--- config.mk ---
export PLATFORM = sky130hd
export DESIGN_NAME = one_wire_temperature_reader_flat
export DESIGN_NICKNAME = d
export VERILOG_FILES = /design/src/hw/rtl/owtr_pkg.sv /design/src/hw/rtl/owtr_chan_if.sv /design/src/hw/rtl/owtr_ctrl.sv /design/src/hw/rtl/one_wire_temperature_reader.sv /design/src/flat_wrapper.sv
export SDC_FILE = /design/constraint.sdc
export NUM_CORES = 1
export LEC_CHECK = 0
export BUFFER_PORTS_ARGS = -buffer_cell sky130_fd_sc_hd__buf_2
export CORE_MARGIN = 4
export CORE_UTILIZATION = 50
export CTS_BUF_LIST = sky130_fd_sc_hd__clkbuf_16
export DETAILED_ROUTE_END_ITERATION = 10
export HOLD_SLACK_MARGIN = 0.1
export PLACE_DENSITY = 0.68
export SETUP_SLACK_MARGIN = 0.15
export SLEW_MARGIN = 30
export SYNTH_ARGS = -nofsm -noshare
export SYNTH_HDL_FRONTEND = slang
export SYNTH_HIERARCHICAL = 1
export SYNTH_SLANG_ARGS = --single-unit
--- constraint.sdc ---
create_clock -name clk_i -period 8.5 [get_ports clk_i]
set_clock_uncertainty 0.05 [all_clocks]
set_input_delay 1.7 -clock clk_i [delete_from_list [all_inputs] [get_ports clk_i]]
set_output_delay 1.7 -clock clk_i [all_outputs]
set_load 0.01 [all_outputs]
--- src/hw/rtl/owtr_pkg.sv ---
package owtr_pkg;

  localparam int unsigned CfgDataWidth = 20;
  localparam int unsigned CfgIdxWidth  = 2;

  typedef enum logic [CfgIdxWidth-1:0] {
    CFG_RESET_LOW  = 2'd0,
    CFG_SETTLE     = 2'd1,
    CFG_CONV_WAIT  = 2'd2
  } cfg_idx_e;

  typedef enum logic [1:0] {
    REQ_TICK    = 2'd0,
    REQ_CONVERT = 2'd1,
    REQ_READ    = 2'd2
  } req_type_e;

  localparam logic [7:0] CMD_SKIP_ROM = 8'hcc;
  localparam logic [7:0] CMD_CONVERT  = 8'h44;
  localparam logic [7:0] CMD_READ_PAD = 8'hbe;

  localparam logic [9:0]  RESET_LOW_DEFAULT = 10'd500;
  localparam logic [9:0]  SETTLE_DEFAULT    = 10'd200;
  localparam logic [19:0] CONV_WAIT_DEFAULT = 20'd500000;

  typedef struct packed {
    logic [19:0] convert_wait_time;
    logic [9:0]  presence_settle_time;
    logic [9:0]  reset_low_time;
  } cfg_t;

  typedef struct packed {
    logic [1:0] req_type;
    logic       line_in;
  } req_t;

  typedef struct packed {
    logic        line_output_enable;
    logic        line_level;
    logic        busy_res;
    logic        done_res;
    logic        temp_valid;
    logic [15:0] temperature;
    logic        rejected;
  } res_t;

endpackage

--- src/hw/rtl/owtr_chan_if.sv ---
interface owtr_chan_if #(
  parameter type T = logic
);
  logic valid;
  logic ready;
  T     data;

  modport source (output valid, output data, input ready);
  modport sink (input valid, input data, output ready);
endinterface

--- src/hw/rtl/owtr_ctrl.sv ---
module owtr_ctrl (
  input  logic          clk_i,
  input  logic          rst_ni,
  input  logic          fire_i,
  input  owtr_pkg::req_t req_i,
  input  owtr_pkg::cfg_t cfg_i,
  output owtr_pkg::res_t res_o
);
  import owtr_pkg::*;

  typedef enum logic [3:0] {
    PH_IDLE   = 4'd0,
    PH_RHIGH  = 4'd1,
    PH_RLOW   = 4'd2,
    PH_RGAP   = 4'd3,
    PH_RWAIT  = 4'd4,
    PH_SETTLE = 4'd5,
    PH_WRITE  = 4'd6,
    PH_READ   = 4'd7,
    PH_CONV   = 4'd8
  } phase_e;

  localparam logic [19:0] RHIGH_TICKS  = 20'd10;
  localparam logic [19:0] RGAP_TICKS   = 20'd50;
  localparam logic [10:0] SETTLE_EXTRA = 11'd10;
  localparam logic [19:0] WSLOT_TICKS  = 20'd60;
  localparam logic [19:0] RSLOT_TICKS  = 20'd50;
  localparam logic [19:0] WLOW_END     = 20'd8;
  localparam logic [19:0] WBIT_END     = 20'd58;
  localparam logic [19:0] RLOW_END     = 20'd5;
  localparam logic [19:0] RSAMPLE_AT   = 20'd10;

  phase_e      phase_q, phase_d;
  logic        op_q, op_d;
  logic [19:0] tick_q, tick_d;
  logic [2:0]  bit_q, bit_d;
  logic [1:0]  byte_q, byte_d;
  logic [7:0]  shift_q, shift_d;
  logic [15:0] temp_q, temp_d;

  logic        is_cmd;
  logic [19:0] limit;
  logic [10:0] settle_lim;
  logic [19:0] cnt_inc;
  logic        hit;
  logic [19:0] cnt_after;
  logic [2:0]  bit_inc;
  logic [1:0]  byte_inc;
  logic [7:0]  sampled;
  logic        oe, lv, done, rej;

  assign is_cmd     = (req_i.req_type == REQ_CONVERT) || (req_i.req_type == REQ_READ);
  assign settle_lim = {1'b0, cfg_i.presence_settle_time} + SETTLE_EXTRA;
  assign cnt_inc    = tick_q + 20'd1;
  assign hit        = (cnt_inc >= limit);
  assign cnt_after  = hit ? 20'd0 : cnt_inc;
  assign bit_inc    = bit_q + 3'd1;
  assign byte_inc   = byte_q + 2'd1;
  assign sampled    = (tick_q == RSAMPLE_AT) ? {req_i.line_in, shift_q[7:1]} : shift_q;

  always_comb begin
    unique case (phase_q)
      PH_RHIGH:  limit = RHIGH_TICKS;
      PH_RLOW:   limit = {10'd0, cfg_i.reset_low_time};
      PH_RGAP:   limit = RGAP_TICKS;
      PH_SETTLE: limit = {9'd0, settle_lim};
      PH_WRITE:  limit = WSLOT_TICKS;
      PH_READ:   limit = RSLOT_TICKS;
      PH_CONV:   limit = cfg_i.convert_wait_time;
      default:   limit = 20'd0;
    endcase
  end

  always_comb begin
    phase_d = phase_q;
    op_d    = op_q;
    tick_d  = tick_q;
    bit_d   = bit_q;
    byte_d  = byte_q;
    shift_d = shift_q;
    temp_d  = temp_q;
    done    = 1'b0;
    rej     = 1'b0;
    oe      = 1'b0;
    lv      = 1'b1;

    // drive of the current tick
    unique case (phase_q)
      PH_RHIGH: begin
        oe = 1'b1;
      end
      PH_RLOW: begin
        oe = 1'b1;
        lv = 1'b0;
      end
      PH_WRITE: begin
        oe = 1'b1;
        if (tick_q < WLOW_END) begin
          lv = 1'b0;
        end else if (tick_q < WBIT_END) begin
          lv = shift_q[0];
        end
      end
      PH_READ: begin
        if (tick_q < RLOW_END) begin
          oe = 1'b1;
          lv = 1'b0;
        end
      end
      PH_CONV: begin
        oe = 1'b1;
      end
      default: begin
      end
    endcase

    if (is_cmd) begin
      if (phase_q != PH_IDLE) begin
        rej = 1'b1;
      end else begin
        op_d    = (req_i.req_type == REQ_READ);
        phase_d = PH_RHIGH;
        tick_d  = 20'd0;
        bit_d   = 3'd0;
        byte_d  = 2'd0;
        shift_d = 8'd0;
        oe      = 1'b1;
        lv      = 1'b1;
      end
    end else begin
      unique case (phase_q)
        PH_IDLE: begin
        end
        PH_RHIGH: begin
          tick_d = cnt_after;
          if (hit) begin
            phase_d = (cfg_i.reset_low_time == 10'd0) ? PH_RGAP : PH_RLOW;
          end
        end
        PH_RLOW: begin
          tick_d = cnt_after;
          if (hit) begin
            phase_d = PH_RGAP;
          end
        end
        PH_RGAP: begin
          tick_d = cnt_after;
          if (hit) begin
            phase_d = PH_RWAIT;
          end
        end
        PH_RWAIT: begin
          if (!req_i.line_in) begin
            phase_d = PH_SETTLE;
            tick_d  = 20'd0;
          end
        end
        PH_SETTLE: begin
          tick_d = cnt_after;
          if (hit) begin
            byte_d  = 2'd0;
            phase_d = PH_WRITE;
            bit_d   = 3'd0;
            shift_d = CMD_SKIP_ROM;
          end
        end
        PH_WRITE: begin
          tick_d = cnt_after;
          if (hit) begin
            shift_d = {1'b0, shift_q[7:1]};
            bit_d   = bit_inc;
            if (bit_inc == 3'd0) begin
              byte_d = byte_inc;
              if (byte_inc == 2'd1) begin
                bit_d   = 3'd0;
                shift_d = op_q ? CMD_READ_PAD : CMD_CONVERT;
              end else if (op_q) begin
                phase_d = PH_READ;
                byte_d  = 2'd0;
                bit_d   = 3'd0;
                shift_d = 8'd0;
              end else if (cfg_i.convert_wait_time == 20'd0) begin
                phase_d = PH_IDLE;
                done    = 1'b1;
              end else begin
                phase_d = PH_CONV;
              end
            end
          end
        end
        PH_READ: begin
          tick_d  = cnt_after;
          shift_d = sampled;
          if (hit) begin
            bit_d = bit_inc;
            if (bit_inc == 3'd0) begin
              if (byte_q == 2'd0) begin
                temp_d  = {temp_q[15:8], sampled};
                byte_d  = 2'd1;
                shift_d = 8'd0;
              end else begin
                temp_d  = {sampled, temp_q[7:0]};
                phase_d = PH_IDLE;
                done    = 1'b1;
              end
            end
          end
        end
        PH_CONV: begin
          tick_d = cnt_after;
          if (hit) begin
            phase_d = PH_IDLE;
            done    = 1'b1;
          end
        end
        default: begin
          phase_d = PH_IDLE;
          tick_d  = 20'd0;
        end
      endcase
    end
  end

  always_ff @(posedge clk_i or negedge rst_ni) begin
    if (!rst_ni) begin
      phase_q <= PH_IDLE;
      op_q    <= 1'b0;
      tick_q  <= 20'd0;
      bit_q   <= 3'd0;
      byte_q  <= 2'd0;
      shift_q <= 8'd0;
      temp_q  <= 16'd0;
    end else if (fire_i) begin
      phase_q <= phase_d;
      op_q    <= op_d;
      tick_q  <= tick_d;
      bit_q   <= bit_d;
      byte_q  <= byte_d;
      shift_q <= shift_d;
      temp_q  <= temp_d;
    end
  end

  assign res_o.line_output_enable = oe;
  assign res_o.line_level         = lv;
  assign res_o.busy_res           = (phase_d != PH_IDLE);
  assign res_o.done_res           = done;
  assign res_o.temp_valid         = done && op_q;
  assign res_o.temperature        = temp_d;
  assign res_o.rejected           = rej;

  a_done_to_idle: assert property (@(posedge clk_i) disable iff (!rst_ni)
    fire_i && done |=> phase_q == PH_IDLE && tick_q == 20'd0)
    else $error("sequence finished but phase did not return to idle");

  a_reject_holds: assert property (@(posedge clk_i) disable iff (!rst_ni)
    fire_i && rej |=> phase_q == $past(phase_q) && tick_q == $past(tick_q)
                      && temp_q == $past(temp_q))
    else $error("ignored command changed state");

  a_start: assert property (@(posedge clk_i) disable iff (!rst_ni)
    fire_i && is_cmd && !rej |=> phase_q == PH_RHIGH && tick_q == 20'd0)
    else $error("accepted command did not start bus reset");

  a_tick_bound: assert property (@(posedge clk_i) disable iff (!rst_ni)
    phase_q == PH_WRITE |-> tick_q < WSLOT_TICKS)
    else $error("write slot counter overran");

endmodule

--- src/hw/rtl/one_wire_temperature_reader.sv ---
// channel  dir  payload                                             
// req_i    in   req_type[1:0], line_in                             
// res_o    out  line_output_enable, line_level, busy_res, done_res,
//               temp_valid, temperature[15:0], rejected            
//
// one item per cycle while res_o is ready; each item gives one result through the
// input register, then result register; the bus state machine updates once per item
// rst_ni clears both valid flags and the bus state and sets config to its defaults
// a stalled result holds in the result register while the input register still takes
// one more beat; req_i.ready drops only when both are full
module one_wire_temperature_reader (
  input  logic                                clk_i,
  input  logic                                rst_ni,
  owtr_chan_if.sink                           req_i,
  owtr_chan_if.source                         res_o,
  input  logic                                cfg_we_i,
  input  logic [owtr_pkg::CfgIdxWidth-1:0]    cfg_idx_i,
  input  logic [owtr_pkg::CfgDataWidth-1:0]   cfg_wdata_i
);
  import owtr_pkg::*;

  cfg_t cfg_q;
  logic in_valid_q;
  req_t in_q;
  logic out_valid_q;
  res_t out_q;
  res_t res;
  logic in_free;
  logic fire;

  assign in_free     = !out_valid_q || res_o.ready;
  assign fire        = in_valid_q && in_free;
  assign req_i.ready = !in_valid_q || in_free;
  assign res_o.valid = out_valid_q;
  assign res_o.data  = out_q;

  always_ff @(posedge clk_i or negedge rst_ni) begin
    if (!rst_ni) begin
      cfg_q.reset_low_time       <= RESET_LOW_DEFAULT;
      cfg_q.presence_settle_time <= SETTLE_DEFAULT;
      cfg_q.convert_wait_time    <= CONV_WAIT_DEFAULT;
    end else if (cfg_we_i) begin
      unique case (cfg_idx_i)
        CFG_RESET_LOW: cfg_q.reset_low_time       <= cfg_wdata_i[9:0];
        CFG_SETTLE:    cfg_q.presence_settle_time <= cfg_wdata_i[9:0];
        CFG_CONV_WAIT: cfg_q.convert_wait_time    <= cfg_wdata_i;
        default: begin
        end
      endcase
    end
  end

  always_ff @(posedge clk_i or negedge rst_ni) begin
    if (!rst_ni) begin
      in_valid_q  <= 1'b0;
      out_valid_q <= 1'b0;
    end else begin
      if (req_i.ready) begin
        in_valid_q <= req_i.valid;
      end
      if (fire) begin
        out_valid_q <= 1'b1;
      end else if (res_o.ready) begin
        out_valid_q <= 1'b0;
      end
    end
  end

  always_ff @(posedge clk_i) begin
    if (req_i.valid && req_i.ready) begin
      in_q <= req_i.data;
    end
    if (fire) begin
      out_q <= res;
    end
  end

  owtr_ctrl u_ctrl (
    .clk_i  (clk_i),
    .rst_ni (rst_ni),
    .fire_i (fire),
    .req_i  (in_q),
    .cfg_i  (cfg_q),
    .res_o  (res)
  );

endmodule

--- src/flat_wrapper.sv ---
// flat-port wrapper written by rule: the top's interface ports become plain ports
module one_wire_temperature_reader_flat import owtr_pkg::*;
  (clk_i, rst_ni, cfg_we_i, cfg_idx_i, cfg_wdata_i, req_i_valid, req_i_data, req_i_ready, res_o_valid, res_o_data, res_o_ready);
  owtr_chan_if #(.T(req_t)) req_i_i ();
  owtr_chan_if #(.T(res_t)) res_o_i ();
  input  logic clk_i;
  input  logic rst_ni;
  input  logic cfg_we_i;
  input  logic [owtr_pkg::CfgIdxWidth-1:0] cfg_idx_i;
  input  logic [owtr_pkg::CfgDataWidth-1:0] cfg_wdata_i;
  input wire logic [$bits(req_i_i.valid)-1:0] req_i_valid;
  input wire logic [$bits(req_i_i.data)-1:0] req_i_data;
  output wire logic [$bits(req_i_i.ready)-1:0] req_i_ready;
  output wire logic [$bits(res_o_i.valid)-1:0] res_o_valid;
  output wire logic [$bits(res_o_i.data)-1:0] res_o_data;
  input wire logic [$bits(res_o_i.ready)-1:0] res_o_ready;
  assign req_i_i.valid = req_i_valid;
  assign req_i_i.data = req_i_data;
  assign req_i_ready = req_i_i.ready;
  assign res_o_valid = res_o_i.valid;
  assign res_o_data = res_o_i.data;
  assign res_o_i.ready = res_o_ready;
  one_wire_temperature_reader u_core (.clk_i(clk_i), .rst_ni(rst_ni), .req_i(req_i_i), .res_o(res_o_i), .cfg_we_i(cfg_we_i), .cfg_idx_i(cfg_idx_i), .cfg_wdata_i(cfg_wdata_i));
endmodule
==> flow_metrics.env <==
export IMPL_synthesis_nets=715
export IMPL_drive_above_1_share_pct=22.5
export IMPL_postRouteAntennaNets=0
export IMPL_die_h_um=125
export IMPL_cts_hold_buf=0
export IMPL_startpoint="u_core/u_ctrl/phase_q[2]$_DFFE_PN0P_"
export IMPL_hold_viol_final=0
export IMPL_stdcell_count=882
export IMPL_vias_per_cell=5.89
export IMPL_antenna_found_initial=0
export IMPL_synth_area_leaders="dfrtp_1, edfxtp_1, mux2_4, dfstp_2, ha_1"
export IMPL_avgRoutedWirePerCell_um=17.6
export IMPL_reg2reg_to="u_core/u_ctrl/tick_q[18]$_DFFE_PN0P_"
export IMPL_clkTransAtPathRegs_ns=0.06
export IMPL_cts_htree_levels=4
export IMPL_yosysSeqAreaShare_pct=46.4
export IMPL_maxSlewViolCount=0
export IMPL_grt_start_max_net_pins=50
export IMPL_cts_root_buf="clkbuf_16"
export IMPL_p_per_area_mw_per_mm2=250
export IMPL_synth_distinct_cells=64
export IMPL_setup_tns_ns=0
export IMPL_grt_pass1_wl_um=25700
export IMPL_max_freq_ghz=0.200
export IMPL_dp_cells=850
export IMPL_netlist_top_cell_by_area="dfrtp_1"
export IMPL_maxCapViolCount=0
export IMPL_vias=5192
export IMPL_wirelength_um=15500
export IMPL_diodes=0
export IMPL_port_buffers=53
export IMPL_finalCritPeriodShare_pct=58.9
export IMPL_synth_flop_cell="dfrtp_1"
export IMPL_grt_usage_pct=20.5
export IMPL_cp_end_kind="flop"
export IMPL_startpoint_type="flop"
export IMPL_min_period_ns=5.00
export IMPL_setup_viol=0
export IMPL_p_leak_nw=3.43
export IMPL_die_area_mm2=0.0156
export IMPL_slew_limit_headroom_pct=42.5
export IMPL_synth_seq_cells=121
export IMPL_r2r_start="u_core/u_ctrl/phase_q[2]$_DFFE_PN0P_"
export IMPL_cts_sinks=121
export IMPL_cts_resized=0
export IMPL_synth_area_per_cell_um2=10.4
export IMPL_core_area_mm2=0.0133
export IMPL_grt_pass1_vias=5094
export IMPL_fp_dieW_um=125
export IMPL_tightest_slew_ns=0.858
export IMPL_io_pins=54
export IMPL_start_util_pct=51.4
export IMPL_utilization_pct=58.0
export IMPL_cts_tree="built"
export IMPL_status="completed"
export IMPL_fp_row_count=42
export IMPL_drtIter0Drc=559
export IMPL_yosys_warnings=6
export IMPL_r2r_setup_slack_ns=3.50
export IMPL_vdd_drop_max_uv=181
export IMPL_yosysTopAreaCellShare_pct=29.3
export IMPL_synthArstFlopShare_pct=79.3
export IMPL_cts_setup_buffers=0
export IMPL_crit_type="reg2reg"
export IMPL_crit_path_end="u_core/u_ctrl/tick_q[18]$_DFFE_PN0P_"
export IMPL_grt_overflow=0
export IMPL_synth_edf_count=25
export IMPL_synthCells=656
export IMPL_path_max_fanout=19
export IMPL_critPathRequiredTime_ns=8.78
export IMPL_cts_made_buffers=17
export IMPL_rsz0062_at_grt="false"
export IMPL_fillers=1119
export IMPL_dr_pass1_iters=5
export IMPL_reg2reg_depth=14
export IMPL_clk_latency_ns=0.42
export IMPL_hp_class="reg2reg"
export IMPL_layout_nets=752
export IMPL_cp_data_arrival_time_ns=5.29
export IMPL_drc=0
export IMPL_synth_area_mm2=0.00684
export IMPL_place_gp_congestion=0.889
export IMPL_hpwlAfterDp_um=11300
export IMPL_syn2layout_area_growth_pct=12.8
export IMPL_ctsLongestPathBuffers=2
layer usage:
| metal | track usage [%] | part of all wire [%] |
|---|---|---|
| met3 | 5.54 | 6.0 |
| met4 | 8.42 | 2.1 |
| met5 | 0 | 0 |
| met1 | 27.4 | 45 |
| met2 | 31.8 | 47 |
power breakdown:
part           switching, W  leakage (nW)  total [W]  internal, W
clock network      0.000275         0.271   0.000681     0.000406
registers         0.0000976          1.46   0.000778     0.000680
logic              0.000269          1.70   0.000466     0.000198
how the worst min path moves through the flow:
stage          depth (start not counted)                          startpoint                                 end
2_1_floorplan                          1       u_core/in_valid_q$_DFFE_PN0P_      u_core/res_o.valid$_DFFE_PN0P_
4_1_cts                                2  u_core/u_ctrl/bit_q[2]$_DFFE_PN0P_  u_core/u_ctrl/bit_q[2]$_DFFE_PN0P_
3_5_place_dp                           2  u_core/u_ctrl/bit_q[2]$_DFFE_PN0P_  u_core/u_ctrl/bit_q[2]$_DFFE_PN0P_
6_report                               2  u_core/u_ctrl/bit_q[2]$_DFFE_PN0P_  u_core/u_ctrl/bit_q[2]$_DFFE_PN0P_
3_3_place_gp                           1       u_core/in_valid_q$_DFFE_PN0P_      u_core/res_o.valid$_DFFE_PN0P_
5_1_grt                                1        u_core/cfg_q[19]$_DFFE_PN0P_        u_core/cfg_q[19]$_DFFE_PN0P_
synthesized netlist by cell type, types with 16 or more instances:
cell type,number
a21oi_1,55
nand3_1,18
mux2_4,30
nand2_1,59
dfrtp_1,80
xnor2_1,17
a22o_1,21
nor2_1,62
dfstp_2,16
edfxtp_1,25
o21ai_0,38
ha_1,29
through the flow:
step           setup WS, ns  hold slack [ns]  power (W)  instance area (um2)
3_5_place_dp           3.47            0.442    0.00124                 7130
2_1_floorplan          4.67            0.399    0.00111                 6840
3_3_place_gp           3.70            0.419    0.00123                 7130
5_1_grt                3.09            0.483    0.00203                 7710
6_report               3.50            0.448    0.00192                 7710
4_1_cts                3.42            0.455    0.00193                 7690
logic make-up (layout without fill, tap and decap cells):
group / after synthesis / in the layout / share of synthesized area, %
AOI/OAI and AO/OA: 162 / 162 / 15.4
buffers and inverters: 52 / 102 / 4.02
adders and majority gates: 29 / 29 / 5.30
xor gates and xnor gates: 25 / 25 / 3.20
muxes: 51 / 51 / 9.88
DFF: 121 / 121 / 46.4
and+or+nand+nor: 216 / 216 / 15.8
placed cells by master, fill, tap and decap left out, types with 16 or more instances in the layout:
cell	instances
mux2_4	30
a22o_1	21
dfstp_2	16
edfxtp_1	25
nand3_1	18
nor2_1	62
nand2_1	59
a21oi_1	55
clkbuf_16	17
dfrtp_1	80
buf_2	52
xnor2_1	17
ha_1	29
o21ai_0	38
sequential cells by signal, summed over array words and instances (netlist names), 2 cells and up:
signal and flops:
u_core/cfg_q 40, u_core/in_q 3, u_core/res_o.data 22, u_core/u_ctrl/bit_q 3, u_core/u_ctrl/byte_q 2, u_core/u_ctrl/phase_q 4
u_core/u_ctrl/shift_q 8, u_core/u_ctrl/temp_q 16, u_core/u_ctrl/tick_q 20
final cells by class:
cell class              instances  area [um2]  share of cell area [%]
clock inverters                15         141                    1.83
repair buffers                 56         290                    3.76
multi-input cells             483        3410                    44.2
well taps                     176         220                    2.85
flip-flops and latches        121        3170                    41.1
inverters                      14        52.6                   0.681
clock buffers                  17         425                    5.52
worst max-delay path, cell delays in order (launching register included):
cell	delay, ns
dfrtp_1	0.58
inv_1	0.21
nor2_1	0.22
nand2_1	0.12
nor2_1	0.55
a21oi_1	0.20
ha_1	0.32
a211o_1	0.25
a31oi_1	0.15
o221ai_1	0.19
a211oi_4	0.77
o2111ai_2	0.50
inv_1	0.53
nand2_1	0.09
o21ai_0	0.18
Power figures use the tool's default switching activity.
